--- src/design/mstp_pkg.sv ---
// Package for the melody sine tone player: request types, command codes and constant tables.
`timescale 1ns / 1ps
`default_nettype none

package mstp_pkg;

  localparam int unsigned SineLen   = 45;
  localparam int unsigned PosW      = 6;
  localparam int unsigned DacW      = 10;
  localparam int unsigned PeriodW   = 12;
  localparam int unsigned KindW     = 3;
  localparam int unsigned NoteW     = 3;
  localparam int unsigned NumMelody = 4;
  localparam int unsigned ProdW     = 20;
  localparam int unsigned RecipW    = 21;
  localparam int unsigned RecipShift = 30;

  localparam logic [DacW-1:0]   VolumeReset = 10'd819;
  localparam logic [DacW-1:0]   DacMax      = 10'd1023;
  // ceil(2^30 / 819); exact floor quotient for every product below 1422175
  localparam logic [RecipW-1:0] RecipMul    = 21'd1311041;
  // product of sine entry 0 and the reset gain
  localparam logic [ProdW-1:0]  ProdReset   = 20'd335790;

  localparam logic [PosW-1:0]   PosLast     = 6'(SineLen - 1);

  typedef enum logic [1:0] {
    CmdStart  = 2'd0,
    CmdNote   = 2'd1,
    CmdSample = 2'd2,
    CmdNone   = 2'd3
  } cmd_e;

  typedef struct packed {
    logic [1:0]       cmd;
    logic [KindW-1:0] melody_kind;
  } mstp_req_t;

  typedef struct packed {
    logic [DacW-1:0]    dac_code;
    logic [PeriodW-1:0] note_period;
    logic               playing;
  } mstp_rsp_t;

  function automatic logic [DacW-1:0] sine_value(input logic [PosW-1:0] idx);
    logic [DacW-1:0] v;
    case (idx)
      6'd0:  v = 10'd410;  6'd1:  v = 10'd467;  6'd2:  v = 10'd523;
      6'd3:  v = 10'd576;  6'd4:  v = 10'd627;  6'd5:  v = 10'd673;
      6'd6:  v = 10'd714;  6'd7:  v = 10'd749;  6'd8:  v = 10'd778;
      6'd9:  v = 10'd799;  6'd10: v = 10'd813;  6'd11: v = 10'd819;
      6'd12: v = 10'd817;  6'd13: v = 10'd807;  6'd14: v = 10'd789;
      6'd15: v = 10'd764;  6'd16: v = 10'd732;  6'd17: v = 10'd694;
      6'd18: v = 10'd650;  6'd19: v = 10'd602;  6'd20: v = 10'd550;
      6'd21: v = 10'd495;  6'd22: v = 10'd438;  6'd23: v = 10'd381;
      6'd24: v = 10'd324;  6'd25: v = 10'd270;  6'd26: v = 10'd217;
      6'd27: v = 10'd169;  6'd28: v = 10'd125;  6'd29: v = 10'd87;
      6'd30: v = 10'd55;   6'd31: v = 10'd30;   6'd32: v = 10'd12;
      6'd33: v = 10'd2;    6'd34: v = 10'd0;    6'd35: v = 10'd6;
      6'd36: v = 10'd20;   6'd37: v = 10'd41;   6'd38: v = 10'd70;
      6'd39: v = 10'd105;  6'd40: v = 10'd146;  6'd41: v = 10'd193;
      6'd42: v = 10'd243;  6'd43: v = 10'd297;  6'd44: v = 10'd353;
      default: v = 10'd0;
    endcase
    return v;
  endfunction

  function automatic logic [PeriodW-1:0] period_value(input logic [NoteW-1:0] note);
    logic [PeriodW-1:0] v;
    case (note)
      3'd0: v = 12'd2120;
      3'd1: v = 12'd1890;
      3'd2: v = 12'd1684;
      3'd3: v = 12'd1592;
      3'd4: v = 12'd1417;
      3'd5: v = 12'd1263;
      3'd6: v = 12'd1125;
      default: v = 12'd1062;
    endcase
    return v;
  endfunction

  function automatic logic [NoteW:0] melody_len(input logic [1:0] m);
    logic [NoteW:0] v;
    case (m)
      2'd0: v = 4'd1;
      2'd1: v = 4'd3;
      2'd2: v = 4'd5;
      default: v = 4'd8;
    endcase
    return v;
  endfunction

endpackage

`default_nettype wire

--- src/design/melody_sine_tone_player.sv ---
// Melody sine tone player: melody sequencing, sine stepping and DAC scaling in one pass.
// The response to an accepted request is registered and is presented from the cycle after acceptance.
// Throughput: one request per cycle; only a held response with out_stall_i high blocks input.
// The sample scale uses a registered product of sine entry and gain, computed from the next state, so
// the divide by 819 (a reciprocal multiply) starts from a register rather than from the sine table.
// Reset (rst_ni low, asynchronous): nothing playing, counters and sine phase at 0, gain 819.
`timescale 1ns / 1ps
`default_nettype none

module melody_sine_tone_player (
  input  wire logic                        clk_i,
  input  wire logic                        rst_ni,
  input  wire logic                        in_valid_i,
  output logic                             in_stall_o,
  input  wire mstp_pkg::mstp_req_t         in_req_i,
  output logic                             out_valid_o,
  input  wire logic                        out_stall_i,
  output mstp_pkg::mstp_rsp_t              out_req_o,
  input  wire logic                        cfg_we_i,
  input  wire logic [mstp_pkg::DacW-1:0]   cfg_wdata_i
);

  // Player state
  logic [mstp_pkg::DacW-1:0]    gain_q, gain_d;
  logic [mstp_pkg::KindW-1:0]   active_q, active_d;
  logic [mstp_pkg::NoteW-1:0]   count_q [mstp_pkg::NumMelody];
  logic [mstp_pkg::NoteW-1:0]   count_d [mstp_pkg::NumMelody];
  logic [mstp_pkg::NoteW-1:0]   note_q, note_d;
  logic [mstp_pkg::PosW-1:0]    pos_q, pos_d;
  logic [mstp_pkg::DacW-1:0]    sample_q, sample_d;
  // sine_value(pos_q) * gain_q, kept in step with the state
  logic [mstp_pkg::ProdW-1:0]   prod_q, prod_d;

  // Output register
  logic                         out_valid_q;
  mstp_pkg::mstp_rsp_t          out_q, out_d;

  logic                         accept;
  logic [1:0]                   mel_idx;
  logic [mstp_pkg::NoteW:0]     next_count;
  logic [mstp_pkg::PosW-1:0]    pos_cur;
  logic [mstp_pkg::ProdW+mstp_pkg::RecipW-1:0] quot_full;
  logic [mstp_pkg::DacW:0]      quot;
  logic [mstp_pkg::DacW-1:0]    scaled;
  logic [mstp_pkg::KindW-1:0]   kind;

  // Take a request whenever the output register is empty or being drained.
  assign in_stall_o  = out_valid_q & out_stall_i;
  assign accept      = in_valid_i & ~in_stall_o;
  assign out_valid_o = out_valid_q;
  assign out_req_o   = out_q;

  assign kind    = in_req_i.melody_kind;
  assign mel_idx = 2'(active_q - 3'd1);
  assign next_count = {1'b0, count_q[mel_idx]} + 4'd1;

  // Divide the registered product by 819 through the reciprocal; clamp to full scale.
  assign quot_full = prod_q * mstp_pkg::RecipMul;
  assign quot      = quot_full[mstp_pkg::ProdW+mstp_pkg::RecipW-1:mstp_pkg::RecipShift];
  assign scaled    = (quot > {1'b0, mstp_pkg::DacMax}) ? mstp_pkg::DacMax
                                                       : quot[mstp_pkg::DacW-1:0];

  // Out-of-range phase restarts the table.
  assign pos_cur = (pos_q > mstp_pkg::PosLast) ? '0 : pos_q;

  always_comb begin
    gain_d   = cfg_we_i ? cfg_wdata_i : gain_q;
    active_d = active_q;
    count_d  = count_q;
    note_d   = note_q;
    pos_d    = pos_q;
    sample_d = sample_q;

    if (accept) begin
      unique case (mstp_pkg::cmd_e'(in_req_i.cmd))
        mstp_pkg::CmdStart: begin
          // Ignore unknown melody kinds; the old melody's counter stays as it is.
          if (kind >= 3'd1 && kind <= 3'd4) begin
            active_d = kind;
            note_d   = '0;
          end
        end
        mstp_pkg::CmdNote: begin
          if (active_q >= 3'd1 && active_q <= 3'd4) begin
            if (next_count >= mstp_pkg::melody_len(mel_idx)) begin
              // Melody done: clear its counter, keep the last note for the period.
              count_d[mel_idx] = '0;
              active_d         = '0;
            end else begin
              count_d[mel_idx] = next_count[mstp_pkg::NoteW-1:0];
              note_d           = next_count[mstp_pkg::NoteW-1:0];
            end
          end
        end
        mstp_pkg::CmdSample: begin
          if (active_q != '0) begin
            sample_d = scaled;
            pos_d    = (pos_cur == mstp_pkg::PosLast) ? '0 : pos_cur + 6'd1;
          end
        end
        default: begin
        end
      endcase
    end

    prod_d = {{(mstp_pkg::ProdW-mstp_pkg::DacW){1'b0}},
              mstp_pkg::sine_value((pos_d > mstp_pkg::PosLast) ? '0 : pos_d)} *
             {{(mstp_pkg::ProdW-mstp_pkg::DacW){1'b0}}, gain_d};

    out_d.dac_code    = sample_d;
    out_d.note_period = mstp_pkg::period_value(note_d);
    out_d.playing     = (active_d != '0);
  end

  always_ff @(posedge clk_i or negedge rst_ni) begin
    if (!rst_ni) begin
      gain_q      <= mstp_pkg::VolumeReset;
      active_q    <= '0;
      count_q     <= '{default: '0};
      note_q      <= '0;
      pos_q       <= '0;
      sample_q    <= '0;
      prod_q      <= mstp_pkg::ProdReset;
      out_valid_q <= 1'b0;
    end else begin
      gain_q   <= gain_d;
      active_q <= active_d;
      count_q  <= count_d;
      note_q   <= note_d;
      pos_q    <= pos_d;
      sample_q <= sample_d;
      prod_q   <= prod_d;
      if (accept) begin
        out_valid_q <= 1'b1;
      end else if (!out_stall_i) begin
        out_valid_q <= 1'b0;
      end
    end
  end

  // Response payload: load on accept, hold otherwise.
  always_ff @(posedge clk_i) begin
    if (accept) begin
      out_q <= out_d;
    end
  end

endmodule

`default_nettype wire

--- config.mk ---
export PLATFORM = sky130hd
export DESIGN_NAME = melody_sine_tone_player
export DESIGN_NICKNAME = d
export VERILOG_FILES = /design/src/design/mstp_pkg.sv /design/src/design/melody_sine_tone_player.sv
export SDC_FILE = /design/constraint.sdc
export NUM_CORES = 1
export LEC_CHECK = 0
export BUFFER_PORTS_ARGS = -buffer_cell sky130_fd_sc_hd__buf_4
export CAP_MARGIN = 20
export CORE_ASPECT_RATIO = 1.2
export CORE_MARGIN = 2
export CORE_UTILIZATION = 40
export CTS_CLUSTER_SIZE = 30
export DETAILED_ROUTE_END_ITERATION = 6
export GPL_TIMING_DRIVEN = 0
export PLACE_DENSITY_LB_ADDON = 0.25
export SYNTH_ARGS = -nofsm -noshare
export SYNTH_HDL_FRONTEND = slang
export SYNTH_SLANG_ARGS = --single-unit
--- constraint.sdc ---
create_clock -name clk_i -period 9.13 [get_ports clk_i]
set_input_delay 0.913 -clock clk_i [delete_from_list [all_inputs] [get_ports clk_i]]
set_output_delay 0.913 -clock clk_i [all_outputs]
set_load 0.01 [all_outputs]
==> metrics.yaml <==
setup_violations: 0
cts_buffers: 9
antenna_cells: 0
routed_wirelength_mm: 28.2
maxSlewViolCount: 0
ys_ff_latch: 88
drc: 0
hold_path_class: "reg2reg"
post-route-period-util: 0.960
slew_headroom: 0.324
dr.first_iter.drc_count: 502
crit_path_max_incr_delay_ps: 790
die_y_microns: 189
numClockSinks: 88
drive_above_1_share: 0.134
first_global_vias: 9150
synth_edf_count: 23
finalCriticalPeriod_ps: 8770
cts.reportedPaths.clkPinSlew_ps: 70
detail-route-antenna-nets: 0
finalHoldViolCount: 0
tightest_slew_ps: 1000
synth_warnings: 0
skew_ps: 16.3
synthArstFlopShare: 0.739
ios: 45
syn_area_per_cell_sq_um: 9.65
grt.overflow.total: 0
dp_hpwl_mm: 22.6
final_cell_mix: "216 x ha_1, 179 x inv_1, 89 x fa_1"
area_growth_pct: 11.9
min_path_cells: 2
slowest_stage: "o21ai_0"
layout_commonest_cell: "ha_1"
syn_inst: 1179
cp.required_ps: 9380
vias: 8949
reg2reg_depth: 31
r2r_slack_ps: 360
drt_pre_antenna_iters: 5
hold_ws_ps: 493
fp.dieArea_sq_mm: 0.0298
fin_nets: 1573
ctsLongestPathBuffers: 2
fmax_ghz: 0.114
r2r-end: "prod_q[19]"
endpoint_kind: "register"
min_from: "count_q[10]"
clkLatencyLatePin_ps: 360
cap_violations: 0
clockRootBuffer: "clkbuf_16"
startpoint_type: "register"
wl_per_cell_microns: 17.3
track_usage: 0.196
rows: 67
hold_path_end: "count_q[10]"
worstPathMaxFanout: 10
path_class: "reg2reg"
port-buffer-count: 43
tritoncts: "built"
h-tree-depth: 3
synth_area_sq_mm: 0.0114
crit_arrival_ps: 9010
grt_setup_unrepaired: "no"
core_sq_mm: 0.0280
grt_pass1_wl_mm: 46.6
ys.flop_type: "dfrtp_1"
status: "finished, final reports clean"
gp_congestion: 0.957
ys_types: 90
seq_area_frac_synth: 0.206
grt_max_degree: 66
start_util: 0.406
synth_nets: 1507
antenna_found_initial: 0
r2r-start: "pos_q[3]"
vias_per_cell: 5.49
dieWidth_microns: 158
[worst max-delay path: cells and delay by family, from the launching register on]
family / cells / cell delay [ps]
simple gates: 7 / 1360
fa+ha+maj: 8 / 3380
flops: 1 / 380
buf+inv: 5 / 670
xor+xnor: 1 / 250
compound gates: 10 / 2590
[registers in the layout, indices dropped and copies added, names as in the netlist]
| signal | cells |
|---|---|
| out_req_o | 23 |
| active_q | 3 |
| count_q | 12 |
| gain_q | 10 |
| pos_q | 6 |
| prod_q | 20 |
| note_q | 3 |
| sample_q | 10 |
| out_valid_o | 1 |
[worst max path at each step]
stage | depth (start not counted) | end | startpoint
final | 31 | prod_q[19] | pos_q[3]
after global routing | 36 | prod_q[19] | pos_q[3]
after floorplan | 32 | prod_q[19] | in_valid_i
after CTS | 36 | prod_q[19] | pos_q[3]
after global placement | 30 | prod_q[19] | out_stall_i
after detailed placement | 30 | prod_q[19] | out_stall_i
[cell type report]
class                      instances  area (sq um)
fill                            2759         15300
buffer                            27           156
inverter                         184           693
clock buffer                       9           225
tap                              379           474
timing repair buffer              55           413
multi-input combinational        880          8350
sequential                        88          2340
clock inverter                     7          75.1
[per-stage QoR]
| step | worst slack (ps) | cells | TNS, ps | instance area (sq um) | utilization |
|---|---|---|---|---|---|
| 6_report | 362 | 1629 | 0 | 12700 | 0.455 |
| 5_1_grt | 4.66 | 1629 | 0 | 12700 | 0.455 |
| 4_1_cts | 51.5 | 1629 | 0 | 12600 | 0.451 |
| 3_5_place_dp | -917 | 1602 | -3310 | 12200 | 0.435 |
| 3_3_place_gp | -1090 | 1601 | -4070 | 12200 | 0.435 |
| 2_1_floorplan | 451 | 1179 | 0 | 11400 | - |
[per-layer routing]
metal,vias to the layer above,routed length [microns],track usage
met3,72,1160,0.0228
met2,258,14000,0.341
met1,4317,11900,0.248
li1,4302,-,-
met5,-,0,0
met4,0,1040,0.0755
[synthesized netlist by cell type, types with 8 or more instances]
cell type    n  area [sq um]
inv_1      181           679
ha_1       219          2740
xnor2_1     20           175
and2_1      14          87.6
nand2b_1    10          62.6
o21ai_0     41           205
fa_1        89          1780
dfstp_2     18           473
a211oi_1    10          75.1
o22ai_1      9          56.3
mux2i_1     17           170
a21o_1      15           113
or3_1       22           138
edfxtp_1    23           691
xor2_1       8          70.1
dfrtp_1     47          1180
buf_2        8          40.0
a21oi_1     50           250
nand3_1     42           210
clkbuf_1    11          41.3
nor2_1      57           214
nand2_1     53           199
nor3_1      37           185
o211ai_1    15           113
[logic make-up (layout without fill, tap and decap cells)]
kind of cell    after synthesis  in the layout  synth area share
simple gates                278            278             0.124
fa+ha+maj                   309            309             0.398
mux                          26             26            0.0268
xor+xnor                     28             28            0.0216
compound gates              239            239             0.149
buf+inv                     211            282            0.0742
flops                        88             88             0.206
[timing repair]
| item | 4_1_cts | 5_1_grt |
|---|---|---|
| buffers inserted | 11 | 0 |
| hold buffers | 0 | 0 |
| gates resized for setup | 16 | 20 |
| pin swaps | 8 | 6 |
| endpoints found under the setup margin | 4 | 4 |
| endpoints found under the hold margin | 0 | 0 |
Power is not shown: default switching activity piles up to over one toggle a cycle in this logic, so the estimate is an artifact.
